--- src/sv/twiddle_gain_tuner_assert.svh ---
// Assertion shorthands for the twiddle gain tuner.
// Each one samples on the rising edge of clk and is off while arst_n is low.
`ifndef TWIDDLE_GAIN_TUNER_ASSERT_SVH
`define TWIDDLE_GAIN_TUNER_ASSERT_SVH

// The consequent must hold in the same cycle as the antecedent.
`define TWG_ASSERT_SAME(label, ante, cons, msg) \
	label: assert property (@(posedge clk) disable iff (!arst_n) (ante) |-> (cons)) \
		else $error(msg);

// The consequent must hold in the cycle after the antecedent.
`define TWG_ASSERT_NEXT(label, ante, cons, msg) \
	label: assert property (@(posedge clk) disable iff (!arst_n) (ante) |=> (cons)) \
		else $error(msg);

`endif

--- src/sv/twg_pkg.sv ---
`default_nettype none

package twg_pkg;

	// Sizes
	localparam int NUM_GAINS = 3;
	localparam int ACC_WIDTH = 48;
	localparam int GAIN_W = 32;
	localparam int STEP_W = 32;
	localparam int ERR_W = 16;
	localparam int WIN_W = 16;
	localparam int CFG_W = 32;
	localparam int NUM_REGS = 8;
	localparam int REG_IDX_W = 3;
	localparam int IDX_W = (NUM_GAINS > 1) ? $clog2(NUM_GAINS) : 1;
	localparam int SUM_W = STEP_W + $clog2(NUM_GAINS);
	localparam int DELTA_W = STEP_W + 2;

	// Gains that have start registers and output fields
	localparam int GAIN_FIELDS = 3;
	localparam int FIELD_N = (NUM_GAINS < GAIN_FIELDS) ? NUM_GAINS : GAIN_FIELDS;
	// Slot of the integral gain
	localparam int KI_SLOT = 1;

	// Stream widths
	localparam int IN_W = 16;
	localparam int OUT_W = 104;
	localparam int OUT_PAD = OUT_W - GAIN_FIELDS * GAIN_W - 2;

	// Register indexes
	localparam logic [REG_IDX_W-1:0] REG_KP_INIT = 3'd0;
	localparam logic [REG_IDX_W-1:0] REG_KI_INIT = 3'd1;
	localparam logic [REG_IDX_W-1:0] REG_KD_INIT = 3'd2;
	localparam logic [REG_IDX_W-1:0] REG_WINDOW = 3'd3;
	localparam logic [REG_IDX_W-1:0] REG_TOL = 3'd4;
	localparam logic [REG_IDX_W-1:0] REG_STEP_P = 3'd5;
	localparam logic [REG_IDX_W-1:0] REG_STEP_I = 3'd6;
	localparam logic [REG_IDX_W-1:0] REG_STEP_D = 3'd7;

	// Reset values and limits
	localparam logic [WIN_W-1:0] WINDOW_RST = 16'd2000;
	localparam logic [WIN_W-1:0] WIN_MIN = 16'd2;
	localparam logic [STEP_W-1:0] TOL_RST = 32'd1311;
	localparam logic [STEP_W-1:0] STEP_P_RST = 32'd6554;
	localparam logic [STEP_W-1:0] STEP_MAX = '1;
	// |e| < 0.001 and |e| > 3.0 in raw Q4.12
	localparam logic [ERR_W-1:0] MAG_LOW_MAX = 16'd4;
	localparam logic [ERR_W-1:0] MAG_HIGH_MIN = 16'd12288;

	typedef logic signed [GAIN_W-1:0] gain_t;
	typedef logic [STEP_W-1:0] step_t;
	typedef logic [ACC_WIDTH-1:0] acc_t;
	typedef logic [SUM_W-1:0] sum_t;
	typedef logic signed [DELTA_W-1:0] delta_t;

	localparam step_t STEP_INIT_RST [GAIN_FIELDS] = '{STEP_P_RST, '0, '0};
	localparam sum_t SUM_RST = SUM_W'(STEP_P_RST);

	// Add a signed delta to a gain and clamp to the signed gain range.
	function automatic gain_t sat_add(gain_t g, delta_t d);
		logic signed [DELTA_W:0] s;
		s = (DELTA_W + 1)'(g) + (DELTA_W + 1)'(d);
		if (s[DELTA_W:GAIN_W-1] == '0 || s[DELTA_W:GAIN_W-1] == '1) begin
			return s[GAIN_W-1:0];
		end
		return s[DELTA_W] ? {1'b1, {(GAIN_W - 1){1'b0}}} : {1'b0, {(GAIN_W - 1){1'b1}}};
	endfunction

endpackage

`default_nettype wire

--- src/sv/twiddle_gain_tuner.sv ---
// Twiddle tuner for the three gains of a PID loop.
// The slave stream carries one cross-track error sample per transfer. The
// master stream returns one result per sample: the current gains, a flag that
// this sample closed an evaluation window and a flag that tuning is done.
// Squares of the samples in the first half of each window are summed; at the
// window end the sum is compared with the best so far and the gains and probe
// steps move by the twiddle rule.
// Each result is registered: a sample taken in one cycle has its result on
// the master side in the next. One sample per cycle is taken in steady
// state while the master side keeps up. A window-closing sample that changes
// a probe step is held off until the six-stage divide-by-ten step scaler has
// settled on the current step, which it does once its pipeline has refilled
// after the previous step change, register write or reset.
// When the master side stalls, the held result stays and the slave side
// stops until it is taken. Reset and every configuration write reload the
// gains and steps from the start registers and clear the window state.
`default_nettype none
`include "twiddle_gain_tuner_assert.svh"

module twiddle_gain_tuner (
	input wire logic clk,
	input wire logic arst_n,
	input wire logic s_tvalid,
	output logic s_tready,
	// [15:0] error_sample
	input wire logic [twg_pkg::IN_W-1:0] s_tdata,
	output logic m_tvalid,
	input wire logic m_tready,
	// [31:0] kp_now, [63:32] ki_now, [95:64] kd_now, [96] gains_updated,
	// [97] tuning_done, [103:98] zero
	output logic [twg_pkg::OUT_W-1:0] m_tdata,
	input wire logic cfg_we,
	input wire logic [twg_pkg::REG_IDX_W-1:0] cfg_index,
	input wire logic [twg_pkg::CFG_W-1:0] cfg_wdata
);
	import twg_pkg::*;

	localparam logic [1:0] KIND_FIRST = 2'd0;
	localparam logic [1:0] KIND_BETTER = 2'd1;
	localparam logic [1:0] KIND_RETRY = 2'd2;
	localparam logic [1:0] KIND_WORSE = 2'd3;

	// Configuration registers and their values after this cycle's write
	gain_t gain_init_q [GAIN_FIELDS];
	step_t step_init_q [GAIN_FIELDS];
	logic [WIN_W-1:0] win_q;
	step_t tol_q;
	gain_t gain_init_d [GAIN_FIELDS];
	step_t step_init_d [GAIN_FIELDS];
	logic [WIN_W-1:0] win_d;
	step_t tol_d;
	sum_t sum_init_d;

	// Tuning state
	gain_t gain_q [NUM_GAINS];
	step_t step_q [NUM_GAINS];
	sum_t sum_q;
	logic [WIN_W-1:0] cnt_q;
	acc_t acc_q;
	acc_t best_q;
	logic first_q;
	logic [IDX_W-1:0] idx_q;
	logic dir_q;

	// Result register
	logic out_valid_q;
	gain_t out_gain_q [GAIN_FIELDS];
	logic out_upd_q;
	logic out_done_q;

	// Datapath
	logic accept;
	logic [ERR_W-1:0] mag;
	logic ki_zero;
	logic [2*ERR_W-1:0] sq;
	logic active;
	logic [WIN_W-1:0] wl_eff;
	logic [WIN_W-1:0] cnt_inc;
	logic in_half;
	logic closing;
	logic [ACC_WIDTH:0] acc_sum;
	acc_t acc_add;
	logic [1:0] kind;
	logic step_moves;
	logic [IDX_W:0] idx_inc;
	logic [IDX_W-1:0] next_idx;
	step_t step_cur;
	step_t step_cur_new;
	step_t step_new [NUM_GAINS];
	gain_t gain_new [NUM_GAINS];
	sum_t sum_next;
	logic done_next;
	gain_t out_gain_d [GAIN_FIELDS];
	sum_t sum_chk;
	step_t scale_grow;
	step_t scale_shrink;
	logic scale_valid;
	logic scale_flush;

	// Register write decode
	always_comb begin
		gain_init_d = gain_init_q;
		step_init_d = step_init_q;
		win_d = win_q;
		tol_d = tol_q;
		if (cfg_we) begin
			case (cfg_index)
				REG_KP_INIT: gain_init_d[0] = cfg_wdata;
				REG_KI_INIT: gain_init_d[1] = cfg_wdata;
				REG_KD_INIT: gain_init_d[2] = cfg_wdata;
				REG_WINDOW: win_d = cfg_wdata[WIN_W-1:0];
				REG_TOL: tol_d = cfg_wdata;
				REG_STEP_P: step_init_d[0] = cfg_wdata;
				REG_STEP_I: step_init_d[1] = cfg_wdata;
				REG_STEP_D: step_init_d[2] = cfg_wdata;
				default: tol_d = tol_q;
			endcase
		end
		sum_init_d = '0;
		for (int j = 0; j < FIELD_N; j++) begin
			sum_init_d = sum_init_d + SUM_W'(step_init_d[j]);
		end
	end

	always_ff @(posedge clk or negedge arst_n) begin
		if (!arst_n) begin
			for (int j = 0; j < GAIN_FIELDS; j++) begin
				gain_init_q[j] <= '0;
				step_init_q[j] <= STEP_INIT_RST[j];
			end
			win_q <= WINDOW_RST;
			tol_q <= TOL_RST;
		end else begin
			gain_init_q <= gain_init_d;
			step_init_q <= step_init_d;
			win_q <= win_d;
			tol_q <= tol_d;
		end
	end

	// Sample magnitude, square and integral-gain clamp condition
	assign accept = s_tvalid && s_tready;
	assign mag = s_tdata[ERR_W-1] ? (~s_tdata[ERR_W-1:0] + ERR_W'(1)) : s_tdata[ERR_W-1:0];
	assign sq = mag * mag;
	assign ki_zero = (NUM_GAINS > KI_SLOT) && (mag <= MAG_LOW_MAX || mag > MAG_HIGH_MIN);

	// Window position
	assign active = sum_q > SUM_W'(tol_q);
	assign wl_eff = (win_q < WIN_MIN) ? WIN_MIN : win_q;
	assign cnt_inc = cnt_q + WIN_W'(1);
	assign in_half = cnt_inc <= (wl_eff >> 1);
	assign closing = active && (cnt_inc >= wl_eff);

	// Saturating accumulation of the square
	assign acc_sum = {1'b0, acc_q} + (ACC_WIDTH + 1)'(sq);
	assign acc_add = acc_sum[ACC_WIDTH] ? '1 : acc_sum[ACC_WIDTH-1:0];

	// Outcome of a window close
	always_comb begin
		if (first_q) begin
			kind = KIND_FIRST;
		end else if (acc_q < best_q) begin
			kind = KIND_BETTER;
		end else if (!dir_q) begin
			kind = KIND_RETRY;
		end else begin
			kind = KIND_WORSE;
		end
	end

	assign step_moves = closing && (kind == KIND_BETTER || kind == KIND_WORSE);
	assign idx_inc = {1'b0, idx_q} + (IDX_W + 1)'(1);
	assign next_idx = (idx_inc >= (IDX_W + 1)'(NUM_GAINS)) ? '0 : idx_inc[IDX_W-1:0];
	assign step_cur = step_q[idx_q];
	assign step_cur_new = (kind == KIND_BETTER) ? scale_grow : scale_shrink;
	assign sum_next = step_moves ? (sum_q - SUM_W'(step_cur) + SUM_W'(step_cur_new)) : sum_q;
	assign done_next = sum_next <= SUM_W'(tol_q);

	// Per-gain update: clamp, probe on the current gain, then the first probe
	// of the next gain with its possibly rescaled step.
	always_comb begin
		delta_t d1, d2;
		gain_t g0, g1;
		for (int j = 0; j < NUM_GAINS; j++) begin
			step_new[j] = step_q[j];
			if (step_moves && idx_q == IDX_W'(j)) begin
				step_new[j] = step_cur_new;
			end
			g0 = (j == KI_SLOT && ki_zero) ? '0 : gain_q[j];
			d1 = '0;
			if (closing && idx_q == IDX_W'(j)) begin
				case (kind)
					KIND_FIRST, KIND_WORSE: d1 = $signed({2'b00, step_q[j]});
					KIND_RETRY: d1 = -$signed({1'b0, step_q[j], 1'b0});
					default: d1 = '0;
				endcase
			end
			d2 = '0;
			if (step_moves && next_idx == IDX_W'(j)) begin
				d2 = $signed({2'b00, step_new[j]});
			end
			g1 = sat_add(g0, d1);
			gain_new[j] = sat_add(g1, d2);
		end
	end

	// Tuning state update
	always_ff @(posedge clk or negedge arst_n) begin
		if (!arst_n) begin
			for (int j = 0; j < NUM_GAINS; j++) begin
				gain_q[j] <= '0;
				if (j < FIELD_N) begin
					step_q[j] <= STEP_INIT_RST[j];
				end else begin
					step_q[j] <= '0;
				end
			end
			sum_q <= SUM_RST;
			cnt_q <= '0;
			acc_q <= '0;
			first_q <= 1'b1;
			idx_q <= '0;
			dir_q <= 1'b0;
		end else if (cfg_we) begin
			for (int j = 0; j < NUM_GAINS; j++) begin
				if (j < FIELD_N) begin
					gain_q[j] <= gain_init_d[j];
					step_q[j] <= step_init_d[j];
				end else begin
					gain_q[j] <= '0;
					step_q[j] <= '0;
				end
			end
			sum_q <= sum_init_d;
			cnt_q <= '0;
			acc_q <= '0;
			first_q <= 1'b1;
			idx_q <= '0;
			dir_q <= 1'b0;
		end else if (accept) begin
			gain_q <= gain_new;
			step_q <= step_new;
			sum_q <= sum_next;
			if (closing) begin
				cnt_q <= '0;
				acc_q <= '0;
				case (kind)
					KIND_FIRST: begin
						first_q <= 1'b0;
						dir_q <= 1'b0;
					end
					KIND_RETRY: dir_q <= 1'b1;
					default: begin
						idx_q <= next_idx;
						dir_q <= 1'b0;
					end
				endcase
			end else if (active) begin
				cnt_q <= cnt_inc;
				if (in_half) begin
					acc_q <= acc_add;
				end
			end
		end
	end

	// Best window sum so far; only read after the first window has set it.
	always_ff @(posedge clk) begin
		if (accept && closing && (kind == KIND_FIRST || kind == KIND_BETTER)) begin
			best_q <= acc_q;
		end
	end

	// Step rescaling for the current gain
	assign scale_flush = cfg_we || (accept && step_moves);

	twg_step_scale u_scale (
		.clk(clk),
		.arst_n(arst_n),
		.flush(scale_flush),
		.step_in(step_cur),
		.grow(scale_grow),
		.shrink(scale_shrink),
		.valid(scale_valid)
	);

	// Result register
	always_comb begin
		for (int j = 0; j < GAIN_FIELDS; j++) begin
			out_gain_d[j] = '0;
		end
		for (int j = 0; j < FIELD_N; j++) begin
			out_gain_d[j] = gain_new[j];
		end
	end

	always_ff @(posedge clk or negedge arst_n) begin
		if (!arst_n) begin
			out_valid_q <= 1'b0;
		end else if (accept) begin
			out_valid_q <= 1'b1;
		end else if (m_tready) begin
			out_valid_q <= 1'b0;
		end
	end

	always_ff @(posedge clk) begin
		if (accept) begin
			out_gain_q <= out_gain_d;
			out_upd_q <= closing;
			out_done_q <= done_next;
		end
	end

	// A new sample enters when the result slot frees up, unless it closes a
	// window that rescales a step before the scaled steps are ready.
	assign s_tready = (!out_valid_q || m_tready) && !(step_moves && !scale_valid);
	assign m_tvalid = out_valid_q;
	assign m_tdata = {{OUT_PAD{1'b0}}, out_done_q, out_upd_q,
		out_gain_q[2], out_gain_q[1], out_gain_q[0]};

	// Full step sum for checking the running sum
	always_comb begin
		sum_chk = '0;
		for (int j = 0; j < NUM_GAINS; j++) begin
			sum_chk = sum_chk + SUM_W'(step_q[j]);
		end
	end

	`TWG_ASSERT_SAME(a_sum_tracks_steps, 1'b1, sum_q == sum_chk, "running step sum differs from step store")
	`TWG_ASSERT_NEXT(a_step_change_flushes, accept && step_moves, !scale_valid, "step scaler kept a stale step")
	`TWG_ASSERT_NEXT(a_close_clears_window, accept && closing, cnt_q == '0 && acc_q == '0, "window state not cleared at close")
	`TWG_ASSERT_NEXT(a_done_freezes_window, accept && !active && !cfg_we, $stable(cnt_q) && $stable(acc_q), "window state moved after tuning finished")
	`TWG_ASSERT_SAME(a_index_in_range, 1'b1, {1'b0, idx_q} < (IDX_W + 1)'(NUM_GAINS), "gain index past last gain")

endmodule

`default_nettype wire

--- src/sv/twg_step_scale.sv ---
`default_nettype none

module twg_step_scale (
	input wire logic clk,
	input wire logic arst_n,
	input wire logic flush,
	input wire twg_pkg::step_t step_in,
	output twg_pkg::step_t grow,
	output twg_pkg::step_t shrink,
	output logic valid
);
	import twg_pkg::*;

	localparam int X_W = STEP_W + 4;
	localparam int LANES = 2;
	localparam int LAT = 6;
	localparam logic [3:0] MUL_GROW = 4'd11;
	localparam logic [3:0] MUL_SHRINK = 4'd9;
	localparam logic [X_W-1:0] ROUND = X_W'(5);
	localparam logic [X_W-1:0] TEN_M1 = X_W'(9);

	step_t src_s1;
	logic [X_W-1:0] x_s2 [LANES];
	logic [X_W-1:0] x_s3 [LANES];
	logic [X_W-1:0] x_s4 [LANES];
	logic [X_W-1:0] x_s5 [LANES];
	logic [X_W-1:0] q_s3 [LANES];
	logic [X_W-1:0] q_s4 [LANES];
	logic [X_W-1:0] q_s5 [LANES];
	logic [X_W-1:0] q_s6 [LANES];
	logic [X_W-1:0] x_d [LANES];
	logic [X_W-1:0] q3_d [LANES];
	logic [X_W-1:0] q4_d [LANES];
	logic [X_W-1:0] q5_d [LANES];
	logic [X_W-1:0] q6_d [LANES];
	logic [LAT-1:0] v_q;

	// Lane 0 computes (11*s+5)/10, lane 1 computes (9*s+5)/10.
	// The divide by ten is a shift-and-add reciprocal with one remainder correction.
	always_comb begin
		logic [3:0] mul;
		logic [X_W-1:0] t3, t4, rem;
		for (int l = 0; l < LANES; l++) begin
			mul = (l == 0) ? MUL_GROW : MUL_SHRINK;
			x_d[l] = X_W'(src_s1) * X_W'(mul) + ROUND;
			t3 = (x_s2[l] >> 1) + (x_s2[l] >> 2);
			q3_d[l] = t3 + (t3 >> 4);
			t4 = q_s3[l] + (q_s3[l] >> 8);
			q4_d[l] = t4 + (t4 >> 16);
			q5_d[l] = (q_s4[l] + (q_s4[l] >> 32)) >> 3;
			rem = x_s5[l] - ((q_s5[l] << 3) + (q_s5[l] << 1));
			q6_d[l] = q_s5[l] + ((rem > TEN_M1) ? X_W'(1) : X_W'(0));
		end
	end

	// Data pipeline
	always_ff @(posedge clk) begin
		src_s1 <= step_in;
		for (int l = 0; l < LANES; l++) begin
			x_s2[l] <= x_d[l];
			x_s3[l] <= x_s2[l];
			q_s3[l] <= q3_d[l];
			x_s4[l] <= x_s3[l];
			q_s4[l] <= q4_d[l];
			x_s5[l] <= x_s4[l];
			q_s5[l] <= q5_d[l];
			q_s6[l] <= q6_d[l];
		end
	end

	// A change of the source step empties the pipeline; results count once it refills.
	always_ff @(posedge clk or negedge arst_n) begin
		if (!arst_n) begin
			v_q <= '0;
		end else if (flush) begin
			v_q <= '0;
		end else begin
			v_q <= {v_q[LAT-2:0], 1'b1};
		end
	end

	assign grow = (q_s6[0] > X_W'(STEP_MAX)) ? STEP_MAX : q_s6[0][STEP_W-1:0];
	assign shrink = q_s6[1][STEP_W-1:0];
	assign valid = v_q[LAT-1];

endmodule

`default_nettype wire

--- config.mk ---
export PLATFORM = sky130hd
export DESIGN_NAME = twiddle_gain_tuner
export DESIGN_NICKNAME = d
export VERILOG_FILES = /design/src/sv/twg_pkg.sv /design/src/sv/twiddle_gain_tuner.sv /design/src/sv/twg_step_scale.sv
export VERILOG_INCLUDE_DIRS = /design/src /design/src/sv
export SDC_FILE = /design/constraint.sdc
export NUM_CORES = 2
export LEC_CHECK = 0
export BUFFER_PORTS_ARGS = -buffer_cell sky130_fd_sc_hd__buf_2
export CORE_AREA = 2 2 447 449
export DETAILED_ROUTE_END_ITERATION = 10
export DIE_AREA = 0 0 449 451
export GPL_TIMING_DRIVEN = 0
export PLACE_DENSITY = 0.73
export RECOVER_POWER = 25
export SYNTH_ARGS = -nofsm -noshare
export SYNTH_HDL_FRONTEND = slang
export SYNTH_SLANG_ARGS = --single-unit
export TNS_END_PERCENT = 10
--- constraint.sdc ---
create_clock -name clk -period 12.1 [get_ports clk]
set_input_delay 1.21 -clock clk [delete_from_list [all_inputs] [get_ports clk]]
set_output_delay 1.21 -clock clk [all_outputs]
set_load 0.02 [all_outputs]
==> qor.csv <==
stage,metric,value,unit
run_status,status,"finished, violations left",
run_status,failing checks,"capacitance limit, slew limit",
clocking,Sink Count,1279,
yosys,"Avg Cell Area, Syn",9.114,µm²
finish,Layout area overhead,9.937,%
sta,fmax,84.65,MHz
sta,Slew headroom,-290.1,%
global_route,Total GRT Usage,31.63,%
placed_design,Final GP Congestion,1.042,
yosys,Synth Warn #,0,
die,initial core utilization,49.58,%
routing,routed via count,83710,
global_route,initial antenna violation count,18,
sta,Setup-failing EPs final,0,
clocking,CTS Buffer Depth,3,
die,IO Count,162,
routing,routed wire length,328.2,mm
sta,unrepaired setup endpoints after global routing,true,
finish,Finished Cell Area,108100,µm²
sta,period utilization,97.64,%
setup_path,Worst setup EP type,flop,
routing,detailed-router iteration count before antenna repair,7,
placed_design,post-place setup slack,-3.934,ns
placed_design,Port Buf Inserts,135,
placed_design,Area after DPL,102600,µm²
die,Die Wd,449,µm
run,Max Cap Viol,8,
setup_path,family with the most delay on the worst path,compound AO/OA/AOI/OAI gates,
global_route,first-pass GRT wire length,492.4,mm
yosys,cell count after synthesis,10780,
yosys,Mapped Area,98280,µm²
setup_path,CP startpoint kind,flop,
yosys,number of synthesized flops with an enable pin,146,
setup_path,CP Class,flop to flop,
clocking,TritonCTS buffer count,142,
sta,PnR worst setup slack,0.2862,ns
yosys,synthesis-stage register bit count,1279,
die,Die Area,202500,µm²
sta,Fin. Hold Viols,0,
clocking,CTS Root Cell,clkbuf_16,
die,Core Region,198200,µm²
sta,fin crit period,11.81,ns
routing,drt drc,0,
yosys,asr flop ratio synth,42.30,%
die,Die Height,451,µm
setup_path,Worst path slowest cell,or4_1,
setup_path,WP data required,12.78,ns
worst_hold_path,worst min path class,flop to flop,
setup_path,WP buf/inv,5,
clocking,"Reg clk slew, reported paths",0.07,ns
routing,initial DRC count,8230,
routing,routed len/inst,23.63,µm
clocking,CTS HTree Levels,4,
yosys,Synth area leader,ha_1,
routing,Final ANT Viol Nets,0,
setup_path,CP arrival,12.49,ns
routing,vias per cell,6.028,
yosys,post-synth top area share,13.06,%
sta,Final Slew Violations,362,
clocking,clk_lat worst skew,0.83,ns
placed_design,Final HPWL DP,262.1,mm
finish,fill count,17960,
sta,worst-margin pin slew,5.852,ns
clocking,CTS tree,yes,
global_route,pin count of the biggest net entering global routing,120,
finish,nets,12550,
setup_path,CP peak stage delay,0.59,ns
finish,share of cells above drive strength 1,8.426,%
sta,worst clock skew,0.04437,ns
setup_path,CP max FO,10,
yosys,register area share after synthesis,30.34,%
die,Cell Rows,164,
yosys,Area contributors post-synth,"ha_1 (13%), dfrtp_1 (13%), dfxtp_1 (12%)",
yosys,Post-synth top flop,dfxtp_1,
yosys,Yosys cell types,96,
global_route,vias in the first global route,81420,
global_route,Congestion Overflow GR,0,
clocking,Post-CTS Hold Buffers,0,
cell usage after synthesis, types with 241 or more instances:
master,count
a21o_1,348
a21oi_1,779
clkbuf_1,369
dfrtp_1,506
dfxtp_1,592
fa_1,364
ha_1,1026
inv_1,847
mux2_2,241
mux2i_1,281
nand2_1,733
nor2_1,732
o21ai_0,789
xnor2_1,541
xor2_1,270
worst register-to-register path, delay by kind of cell (launching register included):
kind | cells | cell delay [ns]
and+or+nand+nor | 11 | 2.14
AOI/OAI and AO/OA | 23 | 5.80
DFF | 1 | 0.47
adders and majority gates | 4 | 1.47
xor gates and xnor gates | 2 | 0.24
buffers and inverters | 5 | 1.56
routing by layer:
layer / wire, µm / track usage, % / vias to the layer above
met4: 18730 / 15.75 / 18
li1: - / - / 38880
met1: 137400 / 41.47 / 40680
met3: 25430 / 5.369 / 726
met2: 146500 / 50.44 / 3401
met5: 114 / 0 / -
repair_timing:
action                     4_1_cts  5_1_grt
resized for setup               91       93
setup endpoints to repair      192      192
pin swaps                        6        7
buffers inserted                 8        7
flip-flops by register name, indices dropped and copies added, names as in the netlist, 48 cells and up:
signal	count
u_scale.q_s6	66
m_tdata	96
u_scale.q_s4	72
best_q	48
u_scale.q_s3	72
step_q	96
u_scale.q_s5	66
acc_q	48
u_scale.x_s3	71
u_scale.x_s2	71
step_init_q	96
u_scale.x_s4	71
gain_init_q	96
u_scale.x_s5	71
gain_q	96
cell type report:
class	instances	area, µm²	share of cell area [%]
clock inverter	63	683.2	0.6323
buffer	413	1673	1.548
multi-input combinational	8251	64240	59.45
tap	2656	3323	3.076
antenna	17	42.54	0.03937
inverter	855	3211	2.971
clock buffer	192	4064	3.761
timing repair buffer	162	996.0	0.9217
sequential	1279	29820	27.60
through the flow:
step / util (%) / hold WS (ns) / setup TNS (ns) / cells
6_report: 54.51 / 0.3206 / 0 / 13890
3_3_place_gp: 51.63 / 0.3107 / -1253.71 / 13590
5_1_grt: 54.50 / 0.3291 / -0.3931 / 13880
3_5_place_dp: 51.78 / 0.3121 / -443.36 / 13600
4_1_cts: 54.36 / 0.3218 / 0 / 13860
2_1_floorplan: - / 0.3096 / 0 / 10800
placed cells by master, fill, tap and decap left out, types with 98 or more instances in the layout:
cell type	netlist	final
mux2_2	241	241
edfxtp_1	146	146
nand2_1	733	732
a21o_1	348	348
fa_1	364	364
dfxtp_1	592	592
inv_1	847	847
xor2_1	270	264
nand2b_1	123	121
nand3_1	180	179
mux2i_1	281	281
clkbuf_1	369	354
ha_1	1026	1026
o21a_1	98	98
nand4_1	102	102
xnor2_1	541	534
o21ai_0	789	769
buf_2	14	153
dfrtp_1	506	505
clkbuf_16	0	152
a21oi_1	779	767
and2_1	103	103
nor2_1	732	726
nor3_1	166	162
worst paths after layout:
kind | start | end | slack [ns] | cells after the start
setup / recovery | acc_q[23] | gain_q[94] | 0.29 | 45
hold / removal | u_scale.x_s4[0][41] | u_scale.x_s5[0][41] | 0.32 | 0
setup reg to reg | acc_q[23] | gain_q[94] | 0.29 | 45
hold reg to reg | u_scale.x_s4[0][41] | u_scale.x_s5[0][41] | 0.32 | 0
max in group asynchronous | arst_n | tol_q[12] | 1.51 | 2
min in group asynchronous | arst_n | gain_q[18] | 2.50 | 1
kinds of logic after synthesis:
logic type	Yosys count	synth area share, %
other	2	0.007641
adder cells (fa/ha/maj)	1390	20.48
AND/OR/NAND/NOR	2581	12.47
multiplexers	523	5.638
buffers and inverters	1270	4.901
AO/OA/AOI/OAI	2928	18.94
flip-flops	1279	30.34
XOR/XNOR	811	7.227
Power is not shown: default switching activity piles up to over one toggle a cycle in this logic, so the estimate is an artifact.
